--- src/hw/rtl/bsrpc_ram.sv ---
// bsrpc_ram: generic simple dual-port ram, one write and one registered read
// port. No dependencies.
module bsrpc_ram #(
    parameter int WIDTH = 64,
    parameter int DEPTH = 32,
    parameter int AW    = (DEPTH > 1) ? $clog2(DEPTH) : 1
) (
    input  logic             i_clk,
    input  logic             i_we,
    input  logic [AW-1:0]    i_waddr,
    input  logic [WIDTH-1:0] i_wdata,
    input  logic [AW-1:0]    i_raddr,
    output logic [WIDTH-1:0] o_rdata
);

    logic [WIDTH-1:0] r_mem [DEPTH];
    logic [WIDTH-1:0] r_rdata;

    always_ff @(posedge i_clk) begin
        if (i_we) begin
            r_mem[i_waddr] <= i_wdata;
        end
        r_rdata <= r_mem[i_raddr];
    end

    assign o_rdata = r_rdata;

endmodule
--- config.mk ---
export PLATFORM = sky130hd
export DESIGN_NAME = bsrpc_ram
export DESIGN_NICKNAME = d
export VERILOG_FILES = /design/src/hw/rtl/bsrpc_ram.sv
export SDC_FILE = /design/constraint.sdc
export NUM_CORES = 2
export LEC_CHECK = 0
export BUFFER_PORTS_ARGS = -buffer_cell sky130_fd_sc_hd__buf_2
export CAP_MARGIN = 20
export CORE_MARGIN = 1
export CORE_UTILIZATION = 56
export CTS_CLUSTER_DIAMETER = 100
export DETAILED_ROUTE_END_ITERATION = 10
export PLACE_DENSITY = 0.74
export SYNTH_ARGS = -nofsm -noshare
export SYNTH_HDL_FRONTEND = slang
export SYNTH_SLANG_ARGS = --single-unit
--- constraint.sdc ---
create_clock -name i_clk -period 3.8 [get_ports i_clk]
set_input_delay 0 -clock i_clk [delete_from_list [all_inputs] [get_ports i_clk]]
set_output_delay 0 -clock i_clk [all_outputs]
set_load 0.02 [all_outputs]
# Yosys cells after proc, flatten, opt, wreduce, memory -nomap -nowiden
# Memories as Yosys holds them, arrays and structs flattened. A register that Yosys moved wholly into a read port is not among the register bits.
# Index checks and enable logic that the tools add are counted.
# W data, S select, Z words.
word_totals:
  output_inout_bits: 64
  wordCells: 3
  n_memories: 1
  input_bits: 76
  ramBits: 2048
  ff_bits: 0
mem_list:
  columns: ["name", "depth", "width", "read_ports", "rd_ports_with_merged_regs", "write_ports", "line_no", "source"]
  rows:
  - ["r_mem", 32, 64, 1, 1, 1, "16", "logic [WIDTH-1:0] r_mem [DEPTH];"]
op_classes:
  muxes: 2
ops:
  columns: ["op", "n"]
  rows:
  - ["$mux W1", 2]

# Depth between registers and ports, before layout
logic_depth:
  depth_word: 2
  ltp_mapped: 9
  mapped_depth_nobuf: 4

# Least setup slack after synthesis
# OpenSTA, ideal clock, no wires.
synth_path:
  path_kind: "input-to-reg"
  start: "input port i_waddr[1]"
  end: "memory r_mem[12][0], enable pin"
  setup_ps: 486
  path_stages: 3
  arrival_ps: 3336
  slack_ps: -22
  required_ps: 3314
  path_cell_list: "or3b_2 > clkbuf_1 > nor2_1"
synth_rtl:
  columns: ["item", "line_no", "source"]
  rows:
  - ["from (decl)", "10", "input logic [AW-1:0] i_waddr,"]
  - ["to (decl)", "16", null]
# No word-level cell before the write port.

==> metrics.yaml <==
floorplanning:
  dieArea_sq_um: 142500
  row_count: 137
  die-height_um: 377.5
  core_sq_um: 139700
  io_pins: 140
  start_util: 0.5652
  die_w_um: 377.5
cts:
  ctsHoldBuffers: 72
  cts_sinks: 2112
  numCtsBuffers: 197
  post_cts_buffers: 0
  clk_path_buf_depth: 3
  tritoncts: "built"
  htreeDepth: 4
  clock_latency_ns: 0.84
  cts-root-buf: "clkbuf_16"
  cts_resized: 0
  cts.clk_slew.worst_paths_ns: 0.06
layout:
  layout-drive-gt1-share: 0.3442
  stdcell_area_sq_um: 90430
  nets: 3540
  area_growth_pct: 14.52
synthesis:
  synth_largest_area_cell: "edfxtp_1"
  async_flop_share: 0
  synth.distinct_cells: 31
  ys_ff_latch: 2112
  ys.flop_type: "edfxtp_1"
  synth_top_area_share: 0.7788
  syn_area_sq_um: 78960
  synth_top_cells_by_area: "edfxtp_1 78%, mux4_2 17%, dfxtp_1 1.6%"
  yosysWarnings: 0
  yosysSeqAreaShare: 0.7950
  synth.most_common_cell: "edfxtp_1"
  synthesis.nets: 3173
  avgSynthCellArea_sq_um: 25.50
  synth_cells: 3097
  synth_edf_count: 2048
  synth_commonest_cells: "2,048 x edfxtp_1, 602 x mux4_2, 74 x mux2_2, 65 x buf_2, 64 x dfxtp_1"
timing:
  slew_viol_final: 0
  max_freq_mhz: 435.3
  whs_ns: 0.05594
  final-setup-viol-count: 0
  max_slew_margin: 0.2492
  tightest_slew_ns: 1.122
  final_hold_viol_count: 0
  skew_ns: 0.03389
  post-route-period-util: 0.6045
  period_minus_slack_ns: 2.297
  rsz0062_at_grt: "no"
grt:
  busiest_layer: "met2"
  grt_pass1_wl_um: 267600
  grt_usage: 0.2708
  antenna_found_initial: 14
  grt.overflow.total: 0
  met1_usage: 0.3771
  met2_usage: 0.4259
  grt_max_degree: 105
  grt_use_met3: 0.07152
  grt_pass1_vias: 37770
worst_setup_path:
  path_max_fanout: 84
  crit_path_end_kind: "flip-flop"
  required_ns: 4.50
  critical_path_class: "input pin to flip-flop"
  crit_chain: "dlygate4sd3_1, buf_8, buf_12, mux4_2, mux4_2, mux2_2"
  worstPathArrival_ns: 3.00
  critPathMostFrequentCell: "mux4_2"
  cp_slowest_stage_delay_ns: 0.56
  cp_slowest_cell: "dlygate4sd3_1"
  cp-start-kind: "input pin"
pwr:
  total_power_w: 0.04833
  p_per_area_nw_per_um2: 534.4
  irDropWorstVdd_v: 0.0004734
  p_leak_nw: 28.33
place:
  place_hpwl_um: 92000
  io_buffers: 139
  dpl_cell_area_sq_um: 83150
  gp_congestion: 0.7538
drt:
  wl_per_cell_um: 34.31
  drt_iter0_drc: 5097
  routed_via_density: 6.644
  drcViolationCount: 0
  drt.antenna.violating_nets: 0
  num_vias: 36640
  drt-pass1-iter-count: 5
  wl_um: 189200
status:
  status: "finished, final reports clean"
min_path:
  hold_class: "input pin to flip-flop"
run:
  cap_violations: 0
-- final timing paths --
path / slack [ns] / end / start / depth (start not counted)
hold / removal: 0.06 / r_mem[4][29] / i_waddr[0] / 3
hold reg to reg: 0.81 / o_rdata[25] / r_mem[20][25] / 4
setup / recovery: 1.50 / o_rdata[49] / i_raddr[2] / 6
setup reg to reg: 1.94 / o_rdata[26] / r_mem[23][26] / 3
-- state kept, by name, summed over array words and instances, names as in the netlist --
| signal | flops |
|---|---|
| o_rdata | 64 |
| r_mem | 2048 |
-- cells in the final DEF, fill, tap and decap left out, types with 4 or more instances in the layout --
cell type and n:
diode_2 7, clkinvlp_4 10, bufinv_16 24, clkinv_2 32, clkbuf_16 199, clkinv_8 4, mux2_2 74, dfxtp_1 64
nor2_1 9, buf_4 53, a221oi_1 12, edfxtp_1 2048, dlygate4sd3_1 72, nor2b_1 4, nor2_4 32, clkbuf_8 11
clkinv_1 38, buf_12 60, nand3b_1 5, mux4_2 602, o21ai_0 9, o22ai_1 10, clkbuf_1 42, mux2i_1 38
buf_2 134
-- per-stage QoR --
stage | setup TNS (ns) | instances | util | setup WS [ns]
CTS | 0 | 5508 | 0.6472 | 1.560
detailed placement | 0 | 5069 | 0.5952 | 1.228
floorplan | -9.214 | 3097 | - | -0.02219
finish | 0 | 5515 | 0.6473 | 1.503
global placement | 0 | 5069 | 0.5952 | 1.276
global route | 0 | 5510 | 0.6472 | 1.462
-- area by class of cell --
cell class	count	area [sq um]
flip-flops and latches	2112	62780
fillers	8401	49270
multi-input cells	828	15680
clock buffers	252	5289
repair buffers	324	3058
well taps	1876	2347
clock inverters	115	1257
diodes	7	17.52
inverters	1	3.754
-- layer usage --
layer	part of all wire	up-vias
met5	0.00049	-
met4	0.027	16
met1	0.37	19560
met2	0.49	2458
met3	0.11	365
li1	-	14240
-- cells by family (layout without fill, tap and decap cells) --
group,after synthesis,after routing,share of synthesized area
other cells,0,7,0
flops,2112,2112,0.7950
buf+inv,157,692,0.009444
mux,714,714,0.1871
simple gates,64,64,0.003787
compound gates,50,50,0.004659
-- worst max-delay path: cells and delay by family --
| kind | cells | cell delay, ns |
|---|---|---|
| muxes | 3 | 1.23 |
| buffers and inverters | 3 | 1.57 |
-- where the power goes --
part           total [W]  switching (W)  internal [W]
clock             0.0199        0.00843        0.0115
sequential        0.0260       0.000147        0.0259
combinational    0.00239        0.00135       0.00104
(Power assumes the default switching activity.)
